`src/rtl/cluster_outlier_trim_and_side_sign_unit_assert.svh`:
```
// assertion macros for the cluster outlier trim and side sign unit
`ifndef CLUSTER_OUTLIER_TRIM_AND_SIDE_SIGN_UNIT_ASSERT_SVH
`define CLUSTER_OUTLIER_TRIM_AND_SIDE_SIGN_UNIT_ASSERT_SVH

// condition implies consequence in the same cycle
`define COTSS_ASSERT_IMPL(label, cond, cons, msg) \
   label: assert property (@(posedge clock) disable iff (reset) (cond) |-> (cons)) \
      else $error(msg);

// condition implies consequence in the next cycle
`define COTSS_ASSERT_NEXT(label, cond, cons, msg) \
   label: assert property (@(posedge clock) disable iff (reset) (cond) |=> (cons)) \
      else $error(msg);

`endif

```
`src/rtl/cotss_pkg.sv`:
```
// types and constants shared by the cluster outlier trim and side sign unit
package cotss_pkg;

   localparam int POS_W           = 23;
   localparam int CUT_W           = 20;
   localparam int CSR_IDX_W       = 2;
   localparam int AMB_W           = 3;
   localparam int HIT_INDEX_W     = 4;
   localparam int REMOVED_COUNT_W = 5;
   localparam int SIGNS_COUNT_W   = 2;
   localparam int REQ_DATA_W      = 24;
   localparam int RSP_DATA_W      = 16;

   localparam logic [CSR_IDX_W-1:0] CSR_WIDE_CUT       = 2'd0;
   localparam logic [CSR_IDX_W-1:0] CSR_SIGN_CUT       = 2'd1;
   localparam logic [CSR_IDX_W-1:0] CSR_REMOVE_OUTLIER = 2'd2;

   localparam logic [CUT_W-1:0] WIDE_CUT_RESET = 20'd5000;
   localparam logic [CUT_W-1:0] SIGN_CUT_RESET = 20'd2500;

   localparam logic [AMB_W-1:0] AMB_ZERO = 3'b000;
   localparam logic [AMB_W-1:0] AMB_POS  = 3'b010;
   localparam logic [AMB_W-1:0] AMB_NEG  = 3'b110;

   localparam logic [SIGNS_COUNT_W-1:0] SIGNS_NONE  = 2'd0;
   localparam logic [SIGNS_COUNT_W-1:0] SIGNS_FIXED = 2'd2;

   typedef enum logic [2:0] {
      ST_IDLE,
      ST_SCAN,
      ST_MUL,
      ST_DECIDE,
      ST_EMIT
   } state_type;

endpackage

```
`src/rtl/cotss_scan_unit.sv`:
```
// shared min, max and sum accumulator used by every trimming pass
module cotss_scan_unit #(
   parameter int MAX_HITS = 16
) (
   input  logic                                   clock,
   input  logic                                   reset,
   input  logic                                   clear,
   input  logic                                   sample,
   input  logic signed [cotss_pkg::POS_W-1:0]     pos,
   input  logic                                   dir,
   input  logic [$clog2(MAX_HITS)-1:0]            idx,
   output logic signed [cotss_pkg::POS_W-1:0]     min_pos,
   output logic                                   min_dir,
   output logic [$clog2(MAX_HITS)-1:0]            min_idx,
   output logic signed [cotss_pkg::POS_W-1:0]     max_pos,
   output logic                                   max_dir,
   output logic [$clog2(MAX_HITS)-1:0]            max_idx,
   output logic signed [cotss_pkg::POS_W+$clog2(MAX_HITS+1)-1:0] sum,
   output logic [$clog2(MAX_HITS+1)-1:0]          num
);

   localparam int IW = $clog2(MAX_HITS);
   localparam int CW = $clog2(MAX_HITS + 1);
   localparam int SW = cotss_pkg::POS_W + CW;

   logic signed [cotss_pkg::POS_W-1:0] min_pos_ff, min_pos_in, max_pos_ff, max_pos_in;
   logic                               min_dir_ff, min_dir_in, max_dir_ff, max_dir_in;
   logic [IW-1:0]                      min_idx_ff, min_idx_in, max_idx_ff, max_idx_in;
   logic signed [SW-1:0]               sum_ff, sum_in;
   logic [CW-1:0]                      num_ff, num_in;

   always_comb begin
      min_pos_in = min_pos_ff;
      min_dir_in = min_dir_ff;
      min_idx_in = min_idx_ff;
      max_pos_in = max_pos_ff;
      max_dir_in = max_dir_ff;
      max_idx_in = max_idx_ff;
      sum_in     = sum_ff;
      num_in     = num_ff;
      if (clear) begin
         sum_in = '0;
         num_in = '0;
      end else if (sample) begin
         // strict compares keep the first index on ties
         if (num_ff == '0 || pos < min_pos_ff) begin
            min_pos_in = pos;
            min_dir_in = dir;
            min_idx_in = idx;
         end
         if (num_ff == '0 || pos > max_pos_ff) begin
            max_pos_in = pos;
            max_dir_in = dir;
            max_idx_in = idx;
         end
         sum_in = sum_ff + SW'(pos);
         num_in = num_ff + CW'(1);
      end
   end

   always_ff @(posedge clock) begin
      if (reset) begin
         num_ff <= '0;
      end else begin
         num_ff <= num_in;
      end
      min_pos_ff <= min_pos_in;
      min_dir_ff <= min_dir_in;
      min_idx_ff <= min_idx_in;
      max_pos_ff <= max_pos_in;
      max_dir_ff <= max_dir_in;
      max_idx_ff <= max_idx_in;
      sum_ff     <= sum_in;
   end

   assign min_pos = min_pos_ff;
   assign min_dir = min_dir_ff;
   assign min_idx = min_idx_ff;
   assign max_pos = max_pos_ff;
   assign max_dir = max_dir_ff;
   assign max_idx = max_idx_ff;
   assign sum     = sum_ff;
   assign num     = num_ff;

endmodule

```
`src/rtl/cluster_outlier_trim_and_side_sign_unit.sv`:
```
// Cluster outlier trim and side sign unit. Hit words are taken one per cycle
// into a hit memory until the word with tlast; the unit then stops taking words
// and trims the cluster with one shared min/max/sum accumulator. Each trimming
// pass reads the stored hits one a cycle from the memory through a registered
// read port, then takes a multiply step and a decide step; a cluster needs one
// pass plus one per hit removed singly. Then one result word per stored hit
// leaves at up to one a cycle, and the unit takes hit words again. Hits beyond
// MAX_HITS are dropped; their tlast still closes the cluster.
`include "cluster_outlier_trim_and_side_sign_unit_assert.svh"

module cluster_outlier_trim_and_side_sign_unit #(
   parameter int MAX_HITS = 16
) (
   input  logic                                     clock,
   input  logic                                     reset,
   // hit words
   input  logic                                     req_tvalid,
   output logic                                     req_tready,
   input  logic [cotss_pkg::REQ_DATA_W-1:0]         req_tdata,  // position, dir_positive
   input  logic                                     req_tlast,
   // result words
   output logic                                     rsp_tvalid,
   input  logic                                     rsp_tready,
   // hit_index, removed, mark_outlier, ambiguity, removed_count, signs_set_count
   output logic [cotss_pkg::RSP_DATA_W-1:0]         rsp_tdata,
   output logic                                     rsp_tlast,
   // register writes
   input  logic                                     csr_we,
   input  logic [cotss_pkg::CSR_IDX_W-1:0]          csr_index,
   input  logic [cotss_pkg::CUT_W-1:0]              csr_wdata
);

   localparam int IW = $clog2(MAX_HITS);
   localparam int CW = $clog2(MAX_HITS + 1);
   localparam int SW = cotss_pkg::POS_W + CW;
   localparam int DW = cotss_pkg::POS_W + CW + 2;
   localparam int PW = cotss_pkg::POS_W + 2;

   cotss_pkg::state_type state_ff, state_in;

   logic [cotss_pkg::CUT_W-1:0] wide_cut_ff, sign_cut_ff;
   logic                        remove_ff;

   logic [cotss_pkg::REQ_DATA_W-1:0] hit_mem [MAX_HITS];
   logic [cotss_pkg::REQ_DATA_W-1:0] rd_word_ff;
   logic                             mem_we;
   logic [IW-1:0]                    mem_waddr, mem_raddr;

   logic [CW-1:0]       count_ff, count_in;
   logic [MAX_HITS-1:0] active_ff, active_in;
   logic [CW-1:0]       scan_idx_ff, scan_idx_in;
   logic                pipe_vld_ff, pipe_vld_in;
   logic [IW-1:0]       pipe_idx_ff;
   logic [CW-1:0]       removed_ff, removed_in;
   logic                signs_set_ff, signs_set_in;
   logic [IW-1:0]       amb_min_idx_ff, amb_min_idx_in, amb_max_idx_ff, amb_max_idx_in;
   logic [cotss_pkg::AMB_W-1:0] amb_min_val_ff, amb_min_val_in;
   logic [cotss_pkg::AMB_W-1:0] amb_max_val_ff, amb_max_val_in;
   logic signed [DW-1:0] prod_min_ff, prod_min_in, prod_max_ff, prod_max_in;
   logic signed [PW-1:0] spread_ff, spread_in;
   logic [CW-1:0]        emit_idx_ff, emit_idx_in;

   logic                              rsp_vld_ff, rsp_vld_in, rsp_last_ff, rsp_last_in;
   logic [cotss_pkg::RSP_DATA_W-1:0]  rsp_data_ff, rsp_data_in;

   logic                               sc_clear, sc_sample;
   logic signed [cotss_pkg::POS_W-1:0] sc_min_pos, sc_max_pos;
   logic                               sc_min_dir, sc_max_dir;
   logic [IW-1:0]                      sc_min_idx, sc_max_idx;
   logic signed [SW-1:0]               sc_sum;
   logic [CW-1:0]                      sc_num;

   logic signed [DW-1:0] d_min, d_max;
   logic                 req_take, rsp_load, gone, mark, emit_last;
   logic [cotss_pkg::AMB_W-1:0] amb_out;

   cotss_scan_unit #(
      .MAX_HITS(MAX_HITS)
   ) u_scan (
      .clock   (clock),
      .reset   (reset),
      .clear   (sc_clear),
      .sample  (sc_sample),
      .pos     (rd_word_ff[cotss_pkg::POS_W-1:0]),
      .dir     (rd_word_ff[cotss_pkg::POS_W]),
      .idx     (pipe_idx_ff),
      .min_pos (sc_min_pos),
      .min_dir (sc_min_dir),
      .min_idx (sc_min_idx),
      .max_pos (sc_max_pos),
      .max_dir (sc_max_dir),
      .max_idx (sc_max_idx),
      .sum     (sc_sum),
      .num     (sc_num)
   );

   assign sc_sample = pipe_vld_ff && active_ff[pipe_idx_ff];
   assign req_take  = req_tvalid && req_tready;
   assign mem_raddr = scan_idx_ff[IW-1:0];
   assign mem_waddr = count_ff[IW-1:0];
   assign d_min     = DW'(sc_sum) - prod_min_ff;
   assign d_max     = prod_max_ff - DW'(sc_sum);

   // result word fields
   assign gone      = !active_ff[emit_idx_ff[IW-1:0]];
   assign mark      = (removed_ff != '0) && remove_ff && (count_ff > CW'(2));
   assign emit_last = (emit_idx_ff + CW'(1)) == count_ff;
   always_comb begin
      priority if (signs_set_ff && emit_idx_ff[IW-1:0] == amb_max_idx_ff) begin
         amb_out = amb_max_val_ff;
      end else if (signs_set_ff && emit_idx_ff[IW-1:0] == amb_min_idx_ff) begin
         amb_out = amb_min_val_ff;
      end else begin
         amb_out = cotss_pkg::AMB_ZERO;
      end
   end

   always_comb begin
      state_in       = state_ff;
      count_in       = count_ff;
      active_in      = active_ff;
      scan_idx_in    = scan_idx_ff;
      pipe_vld_in    = 1'b0;
      removed_in     = removed_ff;
      signs_set_in   = signs_set_ff;
      amb_min_idx_in = amb_min_idx_ff;
      amb_max_idx_in = amb_max_idx_ff;
      amb_min_val_in = amb_min_val_ff;
      amb_max_val_in = amb_max_val_ff;
      prod_min_in    = prod_min_ff;
      prod_max_in    = prod_max_ff;
      spread_in      = spread_ff;
      emit_idx_in    = '0;
      sc_clear       = 1'b0;
      mem_we         = 1'b0;
      req_tready     = 1'b0;
      rsp_load       = 1'b0;

      unique case (state_ff)
         cotss_pkg::ST_IDLE: begin
            req_tready = 1'b1;
            if (req_take) begin
               if (count_ff < CW'(MAX_HITS)) begin
                  mem_we               = 1'b1;
                  active_in[mem_waddr] = 1'b1;
                  count_in             = count_ff + CW'(1);
               end
               if (req_tlast) begin
                  removed_in   = '0;
                  signs_set_in = 1'b0;
                  scan_idx_in  = '0;
                  sc_clear     = 1'b1;
                  if (count_in >= CW'(2)) begin
                     state_in = cotss_pkg::ST_SCAN;
                  end else begin
                     state_in = cotss_pkg::ST_EMIT;
                  end
               end
            end
         end
         cotss_pkg::ST_SCAN: begin
            if (scan_idx_ff < count_ff) begin
               pipe_vld_in = 1'b1;
               scan_idx_in = scan_idx_ff + CW'(1);
            end else if (!pipe_vld_ff) begin
               if (sc_num <= CW'(1)) begin
                  state_in = cotss_pkg::ST_EMIT;
               end else begin
                  state_in = cotss_pkg::ST_MUL;
               end
            end
         end
         cotss_pkg::ST_MUL: begin
            prod_min_in = DW'($signed({1'b0, sc_num})) * DW'(sc_min_pos);
            prod_max_in = DW'($signed({1'b0, sc_num})) * DW'(sc_max_pos);
            spread_in   = PW'(sc_max_pos) - PW'(sc_min_pos);
            state_in    = cotss_pkg::ST_DECIDE;
         end
         cotss_pkg::ST_DECIDE: begin
            priority if (spread_ff > $signed({5'b0, wide_cut_ff})) begin
               if (sc_num == CW'(2)) begin
                  active_in[sc_min_idx] = 1'b0;
                  active_in[sc_max_idx] = 1'b0;
                  removed_in            = removed_ff + CW'(2);
                  state_in              = cotss_pkg::ST_EMIT;
               end else begin
                  if (d_min > d_max) begin
                     active_in[sc_min_idx] = 1'b0;
                  end else begin
                     active_in[sc_max_idx] = 1'b0;
                  end
                  removed_in  = removed_ff + CW'(1);
                  scan_idx_in = '0;
                  sc_clear    = 1'b1;
                  state_in    = cotss_pkg::ST_SCAN;
               end
            end else if (spread_ff > $signed({5'b0, sign_cut_ff})) begin
               signs_set_in   = 1'b1;
               amb_max_idx_in = sc_max_idx;
               amb_min_idx_in = sc_min_idx;
               amb_max_val_in = sc_max_dir ? cotss_pkg::AMB_POS : cotss_pkg::AMB_NEG;
               amb_min_val_in = sc_min_dir ? cotss_pkg::AMB_NEG : cotss_pkg::AMB_POS;
               state_in       = cotss_pkg::ST_EMIT;
            end else begin
               state_in = cotss_pkg::ST_EMIT;
            end
         end
         cotss_pkg::ST_EMIT: begin
            emit_idx_in = emit_idx_ff;
            if (!rsp_vld_ff || rsp_tready) begin
               rsp_load    = 1'b1;
               emit_idx_in = emit_idx_ff + CW'(1);
               if (emit_last) begin
                  active_in = '0;
                  count_in  = '0;
                  state_in  = cotss_pkg::ST_IDLE;
               end
            end
         end
         default: begin
            state_in = cotss_pkg::ST_IDLE;
         end
      endcase
   end

   // output stage
   always_comb begin
      rsp_vld_in  = rsp_vld_ff;
      rsp_data_in = rsp_data_ff;
      rsp_last_in = rsp_last_ff;
      if (rsp_load) begin
         rsp_vld_in  = 1'b1;
         rsp_last_in = emit_last;
         rsp_data_in = {
            signs_set_ff ? cotss_pkg::SIGNS_FIXED : cotss_pkg::SIGNS_NONE,
            cotss_pkg::REMOVED_COUNT_W'(removed_ff),
            amb_out,
            gone && mark,
            gone,
            cotss_pkg::HIT_INDEX_W'(emit_idx_ff)
         };
      end else if (rsp_tready) begin
         rsp_vld_in = 1'b0;
      end
   end

   always_ff @(posedge clock) begin
      if (mem_we) begin
         hit_mem[mem_waddr] <= req_tdata;
      end
      rd_word_ff <= hit_mem[mem_raddr];
   end

   always_ff @(posedge clock) begin
      if (reset) begin
         state_ff     <= cotss_pkg::ST_IDLE;
         count_ff     <= '0;
         active_ff    <= '0;
         pipe_vld_ff  <= 1'b0;
         removed_ff   <= '0;
         signs_set_ff <= 1'b0;
         rsp_vld_ff   <= 1'b0;
         wide_cut_ff  <= cotss_pkg::WIDE_CUT_RESET;
         sign_cut_ff  <= cotss_pkg::SIGN_CUT_RESET;
         remove_ff    <= 1'b1;
      end else begin
         state_ff     <= state_in;
         count_ff     <= count_in;
         active_ff    <= active_in;
         pipe_vld_ff  <= pipe_vld_in;
         removed_ff   <= removed_in;
         signs_set_ff <= signs_set_in;
         rsp_vld_ff   <= rsp_vld_in;
         if (csr_we) begin
            unique case (csr_index)
               cotss_pkg::CSR_WIDE_CUT:       wide_cut_ff <= csr_wdata;
               cotss_pkg::CSR_SIGN_CUT:       sign_cut_ff <= csr_wdata;
               cotss_pkg::CSR_REMOVE_OUTLIER: remove_ff   <= csr_wdata[0];
               default: begin
               end
            endcase
         end
      end
      scan_idx_ff    <= scan_idx_in;
      pipe_idx_ff    <= scan_idx_ff[IW-1:0];
      amb_min_idx_ff <= amb_min_idx_in;
      amb_max_idx_ff <= amb_max_idx_in;
      amb_min_val_ff <= amb_min_val_in;
      amb_max_val_ff <= amb_max_val_in;
      prod_min_ff    <= prod_min_in;
      prod_max_ff    <= prod_max_in;
      spread_ff      <= spread_in;
      emit_idx_ff    <= emit_idx_in;
      rsp_data_ff    <= rsp_data_in;
      rsp_last_ff    <= rsp_last_in;
   end

   assign rsp_tvalid = rsp_vld_ff;
   assign rsp_tdata  = rsp_data_ff;
   assign rsp_tlast  = rsp_last_ff;

   `COTSS_ASSERT_IMPL(a_count_bound, 1'b1, count_ff <= CW'(MAX_HITS), "hit count overflow")
   `COTSS_ASSERT_IMPL(a_active_in_range, 1'b1, (active_ff >> count_ff) == '0, "stray active hit")
   `COTSS_ASSERT_IMPL(a_removed_bound, state_ff == cotss_pkg::ST_EMIT, removed_ff <= count_ff, "removed above count")
   `COTSS_ASSERT_NEXT(a_signs_distinct, state_ff == cotss_pkg::ST_DECIDE && !signs_set_ff && signs_set_in, amb_min_idx_ff != amb_max_idx_ff, "min and max share a hit")

endmodule
```
`config.mk`:
```
export PLATFORM = sky130hd
export DESIGN_NAME = cluster_outlier_trim_and_side_sign_unit
export DESIGN_NICKNAME = d
export VERILOG_FILES = /design/src/rtl/cotss_pkg.sv /design/src/rtl/cotss_scan_unit.sv /design/src/rtl/cluster_outlier_trim_and_side_sign_unit.sv
export VERILOG_INCLUDE_DIRS = /design/src /design/src/rtl
export SDC_FILE = /design/constraint.sdc
export NUM_CORES = 2
export LEC_CHECK = 0
export BUFFER_PORTS_ARGS = -buffer_cell sky130_fd_sc_hd__buf_2
export CAP_MARGIN = 20
export CORE_MARGIN = 2
export CORE_UTILIZATION = 38
export DETAILED_ROUTE_END_ITERATION = 10
export SLEW_MARGIN = 25
export SYNTH_ARGS = -nofsm -noshare
export SYNTH_HDL_FRONTEND = slang
export SYNTH_HIERARCHICAL = 1
export SYNTH_SLANG_ARGS = --single-unit
```
`constraint.sdc`:
```
create_clock -name clock -period 9 [get_ports clock]
set_input_delay 0.45 -clock clock [delete_from_list [all_inputs] [get_ports clock]]
set_output_delay 0.45 -clock clock [all_outputs]
set_load 0.01 [all_outputs]
```
==> metrics <==
placed insts roughly 4.9k; postcts setup bufs 0; CTS H-tree lvls 3; Starting Density 0.3833; final hold violations 0; Max IR drop VDD about 0.00017 V; Slew @ Worst Pin approximately 940 ps; clock skew 24.20 ps; outcome completed; critical path arrival 6260 ps; core area about 0.11 mm2; register clock-pin slew on the reported worst setup and hold paths 60 ps; CTS Buf Count 75; overall die height between 300 and 400 um; reg2reg start u_scan/sum[1]; fmax approximately 180 MHz; Crit Path Class reg -> reg; I/O pins between 70 and 80; Synth Flop Type edfxtp_1; most numerous cell in the Yosys netlist edfxtp_1; asr flop ratio synth 0; Ys Warns 6; Die Area about 0.11 mm2; Syn-to-layout area delta 11.28%; Tmin final about 5700 ps; HPWL after detailed placement 72460 um; first-pass GRT wire length 161000 um; antenna cell count 0; drt first pass iters 6; Hold Crit Class in -> reg; CTS tree done; CTS root buffer clkbuf_16; Commonest cells post-synth edfxtp_1 (552), ha_1 (348), inv_1 (320), nand2_1 (294), a21oi_1 (204); Worst R2R End active_ff[10]; crit end category flip-flop; leakage power total around 19 nW; Row Count ~120; port buffer count 68; mean post-synth cell area about 12 um2; register area 0.01936 mm2; area share of the largest cell type after synthesis 0.3968; clk_lat worst skew roughly 630 ps; GR Overflow Total 0; Post-synth EDFFs roughly 550; post-cts hold buffer count 0; max cap viols 0; initial antenna violation count 6; reg2reg setup slack about 3300 ps; Cell Area, Synth around 0.042 mm2; crit-path max FO 19; top cells by area, synth edfxtp_1 (40%), ha_1 (10%), mux4_2 (7.0%); NumNets Final approximately 4.1k; worst setup path start u_scan/sum[1]; Via Count ~27k; largest area contributor in the netlist edfxtp_1; remaining routing DRC violations 0; Via density about 5.4; Die Wd approximately 340 um; antenna viol nets, final 0; Resize count post-CTS 0; post-synthesis sequential area ratio 0.4634; Post-Route WL between 100000 and 150000 um; RSZ-0062 raised after global routing no; number of DRC markers in iteration 0 approximately 2.3k; share of cells above drive strength 1 0.1146; Slew headroom 0.3741; worst setup path end active_ff[10]; clk buf depth 3; WL/cell just over 20 um; setup violators final 0; PwrDens ~170 mW/mm2; Final period util 0.6346; CP startpoint kind flip-flop; cell count after synthesis between 3k and 4k; Yosys reg bits around 690; GRT Overall Usage 0.1848; post-placement cell area roughly 0.044 mm2; pin count of the biggest net entering global routing approximately 100; setup TNS 0 ps; Worst EP required about 9500 ps; area occupied by multi-input gates around 0.021 mm2; Netlist cell types 97; Final Cell Area roughly 0.046 mm2; cell count of the worst reg-to-reg path 21; Fillers 10.10k; max-slew violations 0; RD Place Congestion a little under 0.9; non-filler cells, final around 5.1k; total clock sinks between 600 and 700; vias in the first global route approximately 27k
==> cell type report <==
cell class,instances,area share
repair buffers,107,0.01599
multi-input cells,2382,0.4495
flip-flops and latches,691,0.4165
well taps,1414,0.03805
inverters,320,0.02584
clock buffers,95,0.04443
clock inverters,43,0.009715
==> cells by family (layout without fill, tap and decap cells) <==
| kind of cell | count (synthesis) | after routing | share of synthesized area |
|---|---|---|---|
| simple gates | 905 | 905 | 0.1072 |
| mux | 159 | 159 | 0.07709 |
| compound gates | 669 | 669 | 0.1068 |
| buf+inv | 431 | 565 | 0.03974 |
| xor+xnor | 155 | 155 | 0.03249 |
| other cells | 1 | 2 | 0.00008976 |
| flops | 691 | 691 | 0.4634 |
| fa+ha+maj | 492 | 492 | 0.1732 |
==> routing by layer <==
metal	routed length, um	global-route usage
met1	47490	0.2550
met2	49050	0.3069
met3	4805	0.02460
met4	2438	0.04723
met5	0	0
==> how the worst min path moves through the flow <==
stage	from	to	slack (ps)	depth (start not counted)
final	csr_wdata[2]	sign_cut_ff[2]	40	2
after global routing	csr_wdata[3]	wide_cut_ff[3]	20	2
after CTS	csr_wdata[11]	sign_cut_ff[11]	6	2
after detailed placement	u_scan/min_dir	amb_min_val_ff[2]	410	0
after global placement	u_scan/min_dir	amb_min_val_ff[2]	400	0
after floorplan	scan_idx_ff[2]	pipe_idx_ff[2]	370	0
==> worst max-delay path: stages (launching register included) <==
cell,delay [ps]
dfxtp_1,470
inv_1,120
ha_1,280
nor2b_1,140
o31ai_1,490
a31oi_1,310
o21ai_1,390
o41ai_2,130
a22oi_1,270
a211o_1,200
o221ai_1,140
ha_1,430
nand4_1,170
nor4_1,470
nand3_1,160
a21oi_1,190
a2111oi_2,90
mux2i_4,200
buf_4,380
mux2i_1,250
a21oi_1,90
nor3_1,220
==> stage by stage <==
stage	worst slack (ps)	util	power (mW)	hold WS (ps)
2_1_floorplan	3709	-	4.345	372.1
3_3_place_gp	3314	0.4020	4.654	402.2
3_5_place_dp	3206	0.4034	4.666	406.3
4_1_cts	3174	0.4265	7.802	5.954
5_1_grt	2709	0.4265	8.014	19.28
6_report	3289	0.4265	7.734	37.22
==> sequential cells by signal (all words and copies together) (netlist names), 23 cells and up <==
name / count
u_scan/min_pos: 23
prod_max_ff: 29
spread_ff: 24
u_scan/sum: 28
u_scan/max_pos: 23
rd_word_ff: 24
prod_min_ff: 29
hit_mem: 384
==> report_power, final <==
part	leakage [nW]	internal (mW)	switching [mW]
logic	11.3	0.398	0.548
registers	6.14	3.53	0.117
clock network	1.24	1.82	1.32
total	18.6	5.75	1.98
==> cell usage in the layout, fill, tap and decap left out, types with 14 or more instances in the layout <==
master	count
a211o_1	16
a211oi_1	20
a21o_1	79
a21oi_1	203
a31oi_1	24
and2_1	130
and3_1	25
buf_2	68
buf_4	32
clkbuf_16	78
dfxtp_1	136
edfxtp_1	552
fa_1	144
ha_1	348
inv_1	320
mux2i_1	26
mux4_2	130
nand2_1	294
nand2b_1	41
nand3_1	49
nand4_1	28
nor2_1	155
nor2b_1	32
nor3_1	54
o211ai_1	18
o21a_1	36
o21ai_0	89
o21ai_1	33
o221ai_1	14
o22ai_1	14
or3_1	18
xnor2_1	104
xor2_1	51
No activity file was read; power rests on OpenSTA's default activity.
